`src/hdl/core_enumeration_rom_parser_assert.svh`:
```
// Assertion macros used by the core enumeration ROM parser decoder module.
`ifndef CORE_ENUMERATION_ROM_PARSER_ASSERT_SVH
`define CORE_ENUMERATION_ROM_PARSER_ASSERT_SVH

// Consequent must hold in the same cycle as the antecedent.
`define CERP_ASSERT_NOW(label, ante, cons, msg) \
    label: assert property (@(posedge clk) disable iff (!rst_n) (ante) |-> (cons)) \
        else $error(msg);

// Consequent must hold in the cycle after the antecedent.
`define CERP_ASSERT_NEXT(label, ante, cons, msg) \
    label: assert property (@(posedge clk) disable iff (!rst_n) (ante) |=> (cons)) \
        else $error(msg);

`endif

```
`src/hdl/cerp_pkg.sv`:
```
// Package with the constants and types of the core enumeration ROM parser.
`default_nettype none

package cerp_pkg;

    localparam int unsigned MAX_WORDS = 128;
    localparam int unsigned CNT_W     = 8;

    localparam logic [3:0] TYPE_CORE = 4'h1;
    localparam logic [3:0] TYPE_ADDR = 4'h5;
    localparam logic [3:0] TYPE_END  = 4'hF;

    localparam logic [11:0] ID_COMMON = 12'h800;
    localparam logic [11:0] ID_RAM    = 12'h80E;
    localparam logic [11:0] ID_BUS    = 12'h829;
    localparam logic [11:0] ID_MAC    = 12'h812;
    localparam logic [11:0] ID_CM3    = 12'h82A;
    localparam logic [11:0] ID_ARM7   = 12'h825;
    localparam logic [11:0] ID_CR4    = 12'h83E;

    typedef struct packed {
        logic [31:0] common_base;
        logic [11:0] cpu_core_id;
        logic [31:0] cpu_ctl_base;
        logic [31:0] cpu_regs_base;
        logic [31:0] ram_ctl_base;
        logic [31:0] ram_regs_base;
        logic [7:0]  ram_core_rev;
        logic [31:0] bus_core_base;
        logic [7:0]  bus_core_rev;
        logic [31:0] mac_ctl_base;
        logic        ended_by_marker;
    } result_t;

endpackage

`default_nettype wire

```
`src/hdl/cerp_in_stage.sv`:
```
// Input register that holds one ROM word until the decoder takes it.
`default_nettype none

module cerp_in_stage
    import cerp_pkg::*;
(
    input  wire logic        clk,
    input  wire logic        rst_n,
    input  wire logic        word_valid,
    output logic             word_stall,
    input  wire logic [31:0] rom_word,
    input  wire logic        advance,
    output logic             held_valid,
    output logic [31:0]      held_word
);

    logic        valid_reg;
    logic        valid_next;
    logic [31:0] word_reg;
    logic        accept;

    // The register can take a new item whenever the held one leaves this cycle.
    assign word_stall = valid_reg && !advance;
    assign accept     = word_valid && !word_stall;

    always_comb
    begin
        valid_next = valid_reg;
        if (accept)
        begin
            valid_next = 1'b1;
        end
        else if (advance)
        begin
            valid_next = 1'b0;
        end
    end

    always_ff @(posedge clk or negedge rst_n)
    begin
        if (!rst_n)
        begin
            valid_reg <= 1'b0;
        end
        else
        begin
            valid_reg <= valid_next;
        end
    end

    always_ff @(posedge clk)
    begin
        if (accept)
        begin
            word_reg <= rom_word;
        end
    end

    assign held_valid = valid_reg;
    assign held_word  = word_reg;

endmodule

`default_nettype wire

```
`src/hdl/cerp_decode.sv`:
```
// Word decoder with the scan state and the table of found cores.
`default_nettype none

module cerp_decode
    import cerp_pkg::*;
(
    input  wire logic        clk,
    input  wire logic        rst_n,
    input  wire logic        fire,
    input  wire logic [31:0] word,
    output logic             emit,
    output result_t          result
);

`include "core_enumeration_rom_parser_assert.svh"

    logic [11:0]      cur_core_id_reg,   cur_core_id_next;
    logic [7:0]       cur_core_rev_reg,  cur_core_rev_next;
    logic             pair_pending_reg,  pair_pending_next;
    logic [11:0]      pending_id_reg,    pending_id_next;
    logic [CNT_W-1:0] words_seen_reg,    words_seen_next;
    logic [19:0]      found_common_reg,  found_common_next;
    logic [11:0]      found_cpu_id_reg,  found_cpu_id_next;
    logic [19:0]      found_cpu_ctl_reg, found_cpu_ctl_next;
    logic [19:0]      found_cpu_regs_reg, found_cpu_regs_next;
    logic [19:0]      found_ram_ctl_reg, found_ram_ctl_next;
    logic [19:0]      found_ram_regs_reg, found_ram_regs_next;
    logic [7:0]       found_ram_rev_reg, found_ram_rev_next;
    logic [19:0]      found_bus_base_reg, found_bus_base_next;
    logic [7:0]       found_bus_rev_reg, found_bus_rev_next;
    logic [19:0]      found_mac_ctl_reg, found_mac_ctl_next;

    logic [3:0]       word_type;
    logic [19:0]      page;
    logic             ctl;
    logic [CNT_W-1:0] count_inc;
    logic             is_end;
    logic             at_limit;

    assign word_type = word[3:0];
    assign page      = word[31:12];
    assign ctl       = |word[7:6];
    assign count_inc = words_seen_reg + CNT_W'(1);
    assign is_end    = (word_type == TYPE_END);
    assign at_limit  = (count_inc >= CNT_W'(MAX_WORDS));
    assign emit      = is_end || at_limit;

    always_comb
    begin
        cur_core_id_next    = cur_core_id_reg;
        cur_core_rev_next   = cur_core_rev_reg;
        pair_pending_next   = pair_pending_reg;
        pending_id_next     = pending_id_reg;
        words_seen_next     = words_seen_reg;
        found_common_next   = found_common_reg;
        found_cpu_id_next   = found_cpu_id_reg;
        found_cpu_ctl_next  = found_cpu_ctl_reg;
        found_cpu_regs_next = found_cpu_regs_reg;
        found_ram_ctl_next  = found_ram_ctl_reg;
        found_ram_regs_next = found_ram_regs_reg;
        found_ram_rev_next  = found_ram_rev_reg;
        found_bus_base_next = found_bus_base_reg;
        found_bus_rev_next  = found_bus_rev_reg;
        found_mac_ctl_next  = found_mac_ctl_reg;

        if (!is_end)
        begin
            if (word_type == TYPE_CORE)
            begin
                if (pair_pending_reg)
                begin
                    cur_core_id_next  = pending_id_reg;
                    cur_core_rev_next = word[31:24];
                    pair_pending_next = 1'b0;
                end
                else
                begin
                    pending_id_next   = word[19:8];
                    pair_pending_next = 1'b1;
                end
            end
            else
            begin
                pair_pending_next = 1'b0;
                if (word_type == TYPE_ADDR)
                begin
                    case (cur_core_id_reg)
                        ID_COMMON:
                        begin
                            if (!ctl)
                            begin
                                found_common_next = page;
                            end
                        end
                        ID_CM3, ID_ARM7, ID_CR4:
                        begin
                            found_cpu_id_next = cur_core_id_reg;
                            if (ctl && found_cpu_ctl_reg == '0)
                            begin
                                found_cpu_ctl_next = page;
                            end
                            if (!ctl && found_cpu_regs_reg == '0)
                            begin
                                found_cpu_regs_next = page;
                            end
                        end
                        ID_RAM:
                        begin
                            if (ctl)
                            begin
                                found_ram_ctl_next = page;
                            end
                            else if (found_ram_regs_reg == '0)
                            begin
                                found_ram_regs_next = page;
                            end
                            found_ram_rev_next = cur_core_rev_reg;
                        end
                        ID_BUS:
                        begin
                            if (!ctl)
                            begin
                                found_bus_base_next = page;
                            end
                            found_bus_rev_next = cur_core_rev_reg;
                        end
                        ID_MAC:
                        begin
                            if (ctl)
                            begin
                                found_mac_ctl_next = page;
                            end
                        end
                        default:
                        begin
                        end
                    endcase
                end
            end
            words_seen_next = count_inc;
        end

        // Either way of ending a scan clears the scan state for the next one; the table of found cores is kept.
        if (emit)
        begin
            cur_core_id_next  = '0;
            cur_core_rev_next = '0;
            pair_pending_next = 1'b0;
            pending_id_next   = '0;
            words_seen_next   = '0;
        end
    end

    // The table is taken after this word's update; an end word leaves it as it is.
    always_comb
    begin
        result.common_base     = {found_common_next, 12'h000};
        result.cpu_core_id     = found_cpu_id_next;
        result.cpu_ctl_base    = {found_cpu_ctl_next, 12'h000};
        result.cpu_regs_base   = {found_cpu_regs_next, 12'h000};
        result.ram_ctl_base    = {found_ram_ctl_next, 12'h000};
        result.ram_regs_base   = {found_ram_regs_next, 12'h000};
        result.ram_core_rev    = found_ram_rev_next;
        result.bus_core_base   = {found_bus_base_next, 12'h000};
        result.bus_core_rev    = found_bus_rev_next;
        result.mac_ctl_base    = {found_mac_ctl_next, 12'h000};
        result.ended_by_marker = is_end;
    end

    always_ff @(posedge clk or negedge rst_n)
    begin
        if (!rst_n)
        begin
            cur_core_id_reg    <= '0;
            cur_core_rev_reg   <= '0;
            pair_pending_reg   <= 1'b0;
            pending_id_reg     <= '0;
            words_seen_reg     <= '0;
            found_common_reg   <= '0;
            found_cpu_id_reg   <= '0;
            found_cpu_ctl_reg  <= '0;
            found_cpu_regs_reg <= '0;
            found_ram_ctl_reg  <= '0;
            found_ram_regs_reg <= '0;
            found_ram_rev_reg  <= '0;
            found_bus_base_reg <= '0;
            found_bus_rev_reg  <= '0;
            found_mac_ctl_reg  <= '0;
        end
        else if (fire)
        begin
            cur_core_id_reg    <= cur_core_id_next;
            cur_core_rev_reg   <= cur_core_rev_next;
            pair_pending_reg   <= pair_pending_next;
            pending_id_reg     <= pending_id_next;
            words_seen_reg     <= words_seen_next;
            found_common_reg   <= found_common_next;
            found_cpu_id_reg   <= found_cpu_id_next;
            found_cpu_ctl_reg  <= found_cpu_ctl_next;
            found_cpu_regs_reg <= found_cpu_regs_next;
            found_ram_ctl_reg  <= found_ram_ctl_next;
            found_ram_regs_reg <= found_ram_regs_next;
            found_ram_rev_reg  <= found_ram_rev_next;
            found_bus_base_reg <= found_bus_base_next;
            found_bus_rev_reg  <= found_bus_rev_next;
            found_mac_ctl_reg  <= found_mac_ctl_next;
        end
    end

    `CERP_ASSERT_NOW(a_count_below_limit, 1'b1,
        words_seen_reg < CNT_W'(MAX_WORDS), "word count reached the scan limit")
    `CERP_ASSERT_NEXT(a_scan_restart, fire && emit,
        words_seen_reg == '0 && !pair_pending_reg && cur_core_id_reg == '0,
        "scan state not cleared after a result")
    `CERP_ASSERT_NOW(a_cpu_id_known, found_cpu_id_reg != '0,
        found_cpu_id_reg == ID_CM3 || found_cpu_id_reg == ID_ARM7 ||
        found_cpu_id_reg == ID_CR4, "recorded ARM core id is not an ARM core")
    `CERP_ASSERT_NEXT(a_idle_holds_count, !fire,
        $stable(words_seen_reg), "word count moved without an item")

endmodule

`default_nettype wire

```
`src/hdl/cerp_out_stage.sv`:
```
// Output register that holds one result until the receiver takes it.
`default_nettype none

module cerp_out_stage
    import cerp_pkg::*;
(
    input  wire logic    clk,
    input  wire logic    rst_n,
    input  wire logic    load,
    input  wire result_t load_data,
    input  wire logic    result_stall,
    output logic         result_valid,
    output result_t      held,
    output logic         out_free
);

    logic    valid_reg;
    logic    valid_next;
    result_t data_reg;

    // Free when empty or when the held result is taken at this edge.
    assign out_free = !valid_reg || !result_stall;

    always_comb
    begin
        valid_next = valid_reg;
        if (load)
        begin
            valid_next = 1'b1;
        end
        else if (!result_stall)
        begin
            valid_next = 1'b0;
        end
    end

    always_ff @(posedge clk or negedge rst_n)
    begin
        if (!rst_n)
        begin
            valid_reg <= 1'b0;
        end
        else
        begin
            valid_reg <= valid_next;
        end
    end

    always_ff @(posedge clk)
    begin
        if (load)
        begin
            data_reg <= load_data;
        end
    end

    assign result_valid = valid_reg;
    assign held         = data_reg;

endmodule

`default_nettype wire

```
`src/hdl/core_enumeration_rom_parser.sv`:
```
// A taken word is held in the input register, decoded from there, and its result is held in the output register.
// Throughput: one ROM word per cycle, limited only by the output register when it is stalled.
// Words that end no scan pass through even while a result waits at the output.
// Reset (rst_n low, asynchronous) clears the valid bits of both stage registers, the scan state
// and the table of found cores; the table otherwise persists from scan to scan.
`default_nettype none

module core_enumeration_rom_parser
    import cerp_pkg::*;
(
    input  wire logic        clk,
    input  wire logic        rst_n,
    input  wire logic        word_valid,
    output logic             word_stall,
    input  wire logic [31:0] rom_word,
    output logic             result_valid,
    input  wire logic        result_stall,
    output logic [31:0]      common_base,
    output logic [11:0]      cpu_core_id,
    output logic [31:0]      cpu_ctl_base,
    output logic [31:0]      cpu_regs_base,
    output logic [31:0]      ram_ctl_base,
    output logic [31:0]      ram_regs_base,
    output logic [7:0]       ram_core_rev,
    output logic [31:0]      bus_core_base,
    output logic [7:0]       bus_core_rev,
    output logic [31:0]      mac_ctl_base,
    output logic             ended_by_marker
);

    logic        held_valid;
    logic [31:0] held_word;
    logic        advance;
    logic        dec_emit;
    logic        out_free;
    result_t     dec_result;
    result_t     out_result;

    // A word that ends a scan may only move on when the output register has room.
    assign advance = held_valid && (!dec_emit || out_free);

    cerp_in_stage u_in_stage (
        .clk        (clk),
        .rst_n      (rst_n),
        .word_valid (word_valid),
        .word_stall (word_stall),
        .rom_word   (rom_word),
        .advance    (advance),
        .held_valid (held_valid),
        .held_word  (held_word)
    );

    cerp_decode u_decode (
        .clk    (clk),
        .rst_n  (rst_n),
        .fire   (advance),
        .word   (held_word),
        .emit   (dec_emit),
        .result (dec_result)
    );

    cerp_out_stage u_out_stage (
        .clk          (clk),
        .rst_n        (rst_n),
        .load         (advance && dec_emit),
        .load_data    (dec_result),
        .result_stall (result_stall),
        .result_valid (result_valid),
        .held         (out_result),
        .out_free     (out_free)
    );

    assign common_base     = out_result.common_base;
    assign cpu_core_id     = out_result.cpu_core_id;
    assign cpu_ctl_base    = out_result.cpu_ctl_base;
    assign cpu_regs_base   = out_result.cpu_regs_base;
    assign ram_ctl_base    = out_result.ram_ctl_base;
    assign ram_regs_base   = out_result.ram_regs_base;
    assign ram_core_rev    = out_result.ram_core_rev;
    assign bus_core_base   = out_result.bus_core_base;
    assign bus_core_rev    = out_result.bus_core_rev;
    assign mac_ctl_base    = out_result.mac_ctl_base;
    assign ended_by_marker = out_result.ended_by_marker;

endmodule

`default_nettype wire
```
`config.mk`:
```
export PLATFORM = sky130hd
export DESIGN_NAME = core_enumeration_rom_parser
export DESIGN_NICKNAME = d
export VERILOG_FILES = /design/src/hdl/cerp_pkg.sv /design/src/hdl/cerp_in_stage.sv /design/src/hdl/cerp_decode.sv /design/src/hdl/cerp_out_stage.sv /design/src/hdl/core_enumeration_rom_parser.sv
export VERILOG_INCLUDE_DIRS = /design/src /design/src/hdl
export SDC_FILE = /design/constraint.sdc
export NUM_CORES = 1
export LEC_CHECK = 0
export ABC_AREA = 1
export ABC_CLOCK_PERIOD_IN_PS = 4700
export BUFFER_PORTS_ARGS = -buffer_cell sky130_fd_sc_hd__buf_2
export CAP_MARGIN = 20
export CORE_ASPECT_RATIO = 1.25
export CORE_MARGIN = 4
export CORE_UTILIZATION = 45
export CTS_CLUSTER_SIZE = 40
export DETAILED_ROUTE_END_ITERATION = 8
export PLACE_DENSITY_LB_ADDON = 0.08
export SLEW_MARGIN = 20
export SYNTH_ARGS = -nofsm -noshare
export SYNTH_HDL_FRONTEND = slang
export SYNTH_SLANG_ARGS = --single-unit
```
`constraint.sdc`:
```
create_clock -name clk -period 4.7 [get_ports clk]
set_input_delay 0.705 -clock clk [delete_from_list [all_inputs] [get_ports clk]]
set_output_delay 0.705 -clock clk [all_outputs]
set_load 0.02 [all_outputs]
```
# == Word level (Yosys, flattened, before mapping) ==
# Index checks and enable logic that the tools add are counted.
# op_classes
add_sub_neg,1
n_lt_le_gt_ge,1
n_eq_ne,13
muxes,70
reduce_logical,26
# ops
operator,count
$mux W20,36
$mux W12,12
$mux W8,14
$eq A12 B12 Y1 const B,7
$logic_not A20 Y1,3
$add A8 B1 Y8 const B,1
$ge A8 B8 Y1 const B,1
$mux W1,8
$reduce_and A4 Y1,2
$logic_and A1 B1 Y1,6
$logic_not A1 Y1,6
$reduce_bool A2 Y1,3
$eq A4 B1 Y1 const B,1
$eq A4 B3 Y1 const B,1
$eq A4 B4 Y1 const B,1
$ne A2 B2 Y1 const B,2
$logic_or A1 B1 Y1,3
$reduce_or A3 Y1,1
$ne A2 B1 Y1 const B,1
$reduce_and A2 Y1,1
$reduce_or A2 Y1,1
# totals
reg_bits,412
input_bits,36
elab_cells,140

# == Logic depth before layout (Yosys ltp) ==
# depth
ltp_word,11
mapped_depth,12
mapped_depth_nobuf,11

# == Cells and area by module ==
# A second synthesis with hierarchy kept.
# unflattened
hier_cells,1840
hier_area_um2,20417.1
# by_module_without_submodules
module,n_inst,cells_per_inst,area_per_inst_um2,seq_area_each_um2
cerp_decode,1,1539,11735.0,5230.0
cerp_out_stage,1,257,7638.6,7622.3
cerp_in_stage,1,39,1018.5,985.9
core_enumeration_rom_parser,1,5,25.0,0.0

# == Least setup slack after synthesis ==
# No wires, ideal clock.
# synth_path
path_kind,reg2reg
start,reg u_decode.words_seen_reg[2]
end,"reg u_out_stage.data_reg, in the netlist u_out_stage.held[0] (enable)"
setup_ns,0.522
arrival_ns,4.674
required_ns,4.178
slack_ns,-0.496
path_stages_with_launch,10
synth_period_minus_slack_ns,5.196
path_cell_list,dfrtp_1 nand2_1 nor2_2 nand2_1 nand2_1 nand3_2 a21oi_4 buf_2 nand2_1 inv_1
# synth_between
elab_chain_len,7
# synth_rtl
item,line_no,rtl
from (decl),cerp_decode.sv:21,"logic [CNT_W-1:0] words_seen_reg, words_seen_next;"
from (signal assigned),cerp_decode.sv:196,words_seen_reg <= words_seen_next;
$add A8 B1 Y8 *,cerp_decode.sv:43,assign count_inc = words_seen_reg + CNT_W'(1);
$ge A8 B8 Y1 *,cerp_decode.sv:45,assign at_limit = (count_inc >= CNT_W'(MAX_WORDS));
$logic_or A1 B1 Y1 *,cerp_decode.sv:46,assign emit = is_end || at_limit;
$logic_not A1 Y1,core_enumeration_rom_parser.sv:40,assign advance = held_valid && (!dec_emit || out_free);
$logic_or A1 B1 Y1,core_enumeration_rom_parser.sv:40,
$logic_and A1 B1 Y1,core_enumeration_rom_parser.sv:40,
$logic_and A1 B1 Y1 *,core_enumeration_rom_parser.sv:65,".load (advance && dec_emit),"
net u_out_stage.load,cerp_out_stage.sv:9,"input wire logic load,"
to (signal assigned),cerp_out_stage.sv:53,data_reg <= load_data;
to (decl),cerp_out_stage.sv:19,result_t data_reg;
# Mark *: on every way through the listed nets, which the timed path passes. The rest lies on a longest branch.
# A chain may end at the register's enable or synchronous reset.

# == Worst setup path in the final report ==
# layout_path
start,"reg u_in_stage.word_reg[2], in the netlist u_in_stage.held_word[2]"
end,out word_stall
# layout_between
elab_chain_len,7
# layout_rtl
item,line_no,rtl
from (decl),cerp_in_stage.sv:19,logic [31:0] word_reg;
from (signal assigned),cerp_in_stage.sv:55,word_reg <= rom_word;
$eq A4 B4 Y1,cerp_decode.sv:44,assign is_end = (word_type == TYPE_END);
$logic_or A1 B1 Y1,cerp_decode.sv:46,
$logic_not A1 Y1,core_enumeration_rom_parser.sv:40,
$logic_or A1 B1 Y1,core_enumeration_rom_parser.sv:40,
$logic_and A1 B1 Y1,core_enumeration_rom_parser.sv:40,
$logic_not A1 Y1,cerp_in_stage.sv:23,assign word_stall = valid_reg && !advance;
$logic_and A1 B1 Y1,cerp_in_stage.sv:23,
to (decl),core_enumeration_rom_parser.sv:14,"output logic word_stall,"
# Every way passes these cells.

==> metrics.md <==
| Metric | Value |
|---|---|
| Status | finished clean |
| Fin. max-slew vios | 0 |
| Endpoints failing hold | 0 |
| Total gr overflow | 0 |
| Max Buffers Root-to-Sink | 3 |
| Vias per cell | 5.03 |
| Initial antenna violation count | 1 |
| Multi-input gate area | 4610 um^2 |
| PD cells | ~380 nW/um^2 |
| Min-Delay Path Class | in2async |
| Finished Core Util | between 50% and 60% |
| Worst slew pin tran | 1.05 ns |
| Area leader, netlist | edfxtp_1 |
| Via count | 12000 |
| Async SR Flop Fraction | roughly 50% |
| Number of synthesized flops with an enable pin | 199 |
| Area delta synth->final | 14.5% |
| Clk pwr share | 42.3% |
| Internal Power | ~5.7 mW |
| YS warnings | 0 |
| Area after DPL | 18200 um^2 |
| Mapped cell area | 17000 um^2 |
| DR WL/cell | approximately 18 um |
| Area share of the largest cell type after synthesis | 35.2% |
| Sw frac | 22.8% |
| Maximum VDD drop | 0.000258 V |
| Gp weighted congestion | 0.822 |
| Starting Density | 45.6% |
| Yosys cell types | 26 |
| Critical setup path kind | reg2out |
| Postcts setup bufs | 0 |
| DR iter-0 viols | roughly 1100 |
| Register Area | 11300 um^2 |
| Number of core rows | 79 |
| FF-to-FF setup slack | 1.80 ns |
| Final instance area | 19400 um^2 |
| DR WL met3 | 2840 um |
| Die width | roughly 180 um |
| CTS tree | yes |
| Vias in the first global route | 11200 |
| Max reg flops | between 150 and 200 |
| Post-DP HPWL | 27800 um |
| Setup violations, final | 0 |
| Share of layout cells above drive strength 1 | 15.0% |
| Tot Pwr | roughly 7.4 mW |
| I/O pin cnt | roughly 290 |
| Critical path arrival | about 2.3 ns |
| Pleak | 8.75 nW |
| Max-cap violations | 0 |
| First-pass GRT wire length | 65200 um |
| Core ar. | approximately 37000 um^2 |
| Crit path from | u_in_stage.held_word[2] |
| Comb pwr share | 4.6% |
| Slew HR | 29.8% |
| Final WS setup | 1.68 ns |
| RR Startpoint | u_in_stage.held_word[1] |
| Root Driver | clkbuf_16 |
| Die ar. | 40900 um^2 |
| Final period util | between 60% and 70% |
| Critical path launch point type | flop |
| CTS Sinks | 410 |
| Antenna Nets Post-Route | 0 |
| CP endpoint kind | primary output |
| Hold-fix buffers, CTS | 0 |
| Reg power frac | 53.1% |
| Reg2Reg Depth | 10 |
| Final nets | 1911 |
| Top sig layer | met4 |
| Worst Path Required | roughly 4 ns |
| WL met2 | approximately 21000 um |
| Clock transition at the registers of the reported paths | approximately 0.060 ns |
| Setup crit end | word_stall |
| CTS resizes | 0 |
| Largest net degree at the start of global routing | 108 |
| Tot GR Track Use | 20.4% |
| Crit path time final | 3.02 ns |
| Die Ht | ~230 um |
| IO Port Bufs | 204 |
| Clock insertion delay at the later pin of the skew report | 0.54 ns |
| FF-to-FF End | u_out_stage.held[202] |
| WL final | 42700 um |
| Clock Skew | ~0.024 ns |
| Unrepaired setup endpoints after global routing | no |
| Layout fillers | about 3400 |
| Drt pass-1 iters | 6 |
| Largest fanout on the critical path | 9 |
| Maximum clock frequency | 0.331 GHz |
| Synth top area cells | edfxtp_1, dfrtp_1, nand2_1, o21ai_0, buf_4 |
| Synth Register Bits | slightly above 400 |
| Cell count after synthesis | 1689 |
| Primary FF master, synth | dfrtp_1 |
| H-tree depth | 2 |
| P_sw | 1.69 mW |
| Post-route DRC | 0 |
| M1 WL | 18000 um |
| Pre-CTS setup slack | around 1.8 ns |
| CTS Buf Count | around 40 |
| Setup TNS Final | 0 ns |
| Post-synthesis sequential area ratio | around two thirds |
| Syn_area_per_cell | 10.1 um^2 |
-- power groups by stage --
stage	clock network (mW)	registers [mW]	logic, mW
final	3.15	3.94	0.340
after global routing	3.37	3.95	0.382
after CTS	3.24	3.94	0.345
after detailed placement	0	4.01	0.344
after global placement	0	4.01	0.341
after floorplan	0	3.97	0.264
-- cell families after synthesis --
group	Yosys count	share of synthesized area (%)
flops	410	66.3
buf+inv	289	8.43
compound gates	135	4.07
fa+ha+maj	1	0.0736
simple gates	848	20.9
xor+xnor	5	0.258
other cells	1	0.0221
-- cell usage after synthesis, types with 5 or more instances --
cell / count
nand3_1: 83
inv_1: 124
buf_2: 25
clkbuf_1: 49
edfxtp_1: 199
dfrtp_1: 211
nand4_1: 89
nand2_1: 614
o21ai_0: 128
nor3_1: 5
nor2_1: 52
buf_4: 84
xor2_1: 5
-- worst min-delay path by stage --
stage	depth (start not counted)	slack (ns)	endpoint
2_1_floorplan	0	0.41	u_decode.cur_core_id_reg[0]
3_3_place_gp	2	0.44	u_decode.found_cpu_id_reg[11]
3_5_place_dp	2	0.45	u_decode.found_cpu_ctl_reg[14]
4_1_cts	1	0.32	u_decode.found_ram_ctl_reg[9]
5_1_grt	1	0.33	u_in_stage.held_word[2]
6_report	1	0.28	u_decode.found_ram_ctl_reg[9]
-- critical path, cell delays in order, from the launching register on --
cell	delay, ns
edfxtp_1	0.37
nand4_1	0.56
nand3_2	0.38
nand2_1	0.18
nor2_1	0.13
buf_2	0.18
-- layout by cell type, fill, tap and decap left out --
cell type | synthesis | final
a21oi_1 | 2 | 2
a21oi_4 | 1 | 1
buf_12 | 0 | 4
buf_2 | 25 | 203
buf_4 | 84 | 13
bufinv_16 | 0 | 3
clkbuf_1 | 49 | 10
clkbuf_16 | 0 | 41
clkbuf_8 | 0 | 5
clkinv_1 | 0 | 7
clkinv_2 | 0 | 5
clkinv_4 | 0 | 1
clkinvlp_4 | 0 | 2
conb_1 | 1 | 84
dfrtp_1 | 211 | 211
diode_2 | 0 | 1
edfxtp_1 | 199 | 199
ha_1 | 1 | 1
inv_1 | 124 | 123
inv_2 | 3 | 2
inv_4 | 0 | 1
nand2_1 | 614 | 614
nand3_1 | 83 | 83
nand3_2 | 1 | 1
nand3b_1 | 1 | 1
nand4_1 | 89 | 89
nor2_1 | 52 | 51
nor2_2 | 1 | 2
nor2_4 | 1 | 1
nor3_1 | 5 | 5
nor3_4 | 1 | 1
o21ai_0 | 128 | 128
o21ai_1 | 2 | 2
o21bai_1 | 2 | 2
xor2_1 | 5 | 5
-- layer usage --
metal	GRT usage (%)	vias up
li1	-	5750
met5	0	-
met4	6.90	0
met2	33.5	422
met1	27.7	5765
met3	3.44	73
-- final cells by class --
type                       count  share of cell area (%)
sequential                   410                    57.9
multi-input combinational   1073                    23.7
timing repair buffer         221                    6.21
clock buffer                  55                    5.75
tap                          486                    3.13
inverter                     127                    2.48
clock inverter                17                   0.811
antenna                        1                  0.0129
-- through the flow --
stage / std cells / hold slack, ns
3_3_place_gp: 2317 / 0.440
4_1_cts: 2389 / 0.319
3_5_place_dp: 2317 / 0.450
2_1_floorplan: 1772 / 0.409
5_1_grt: 2390 / 0.326
6_report: 2390 / 0.280
Power figures use the tool's default switching activity.
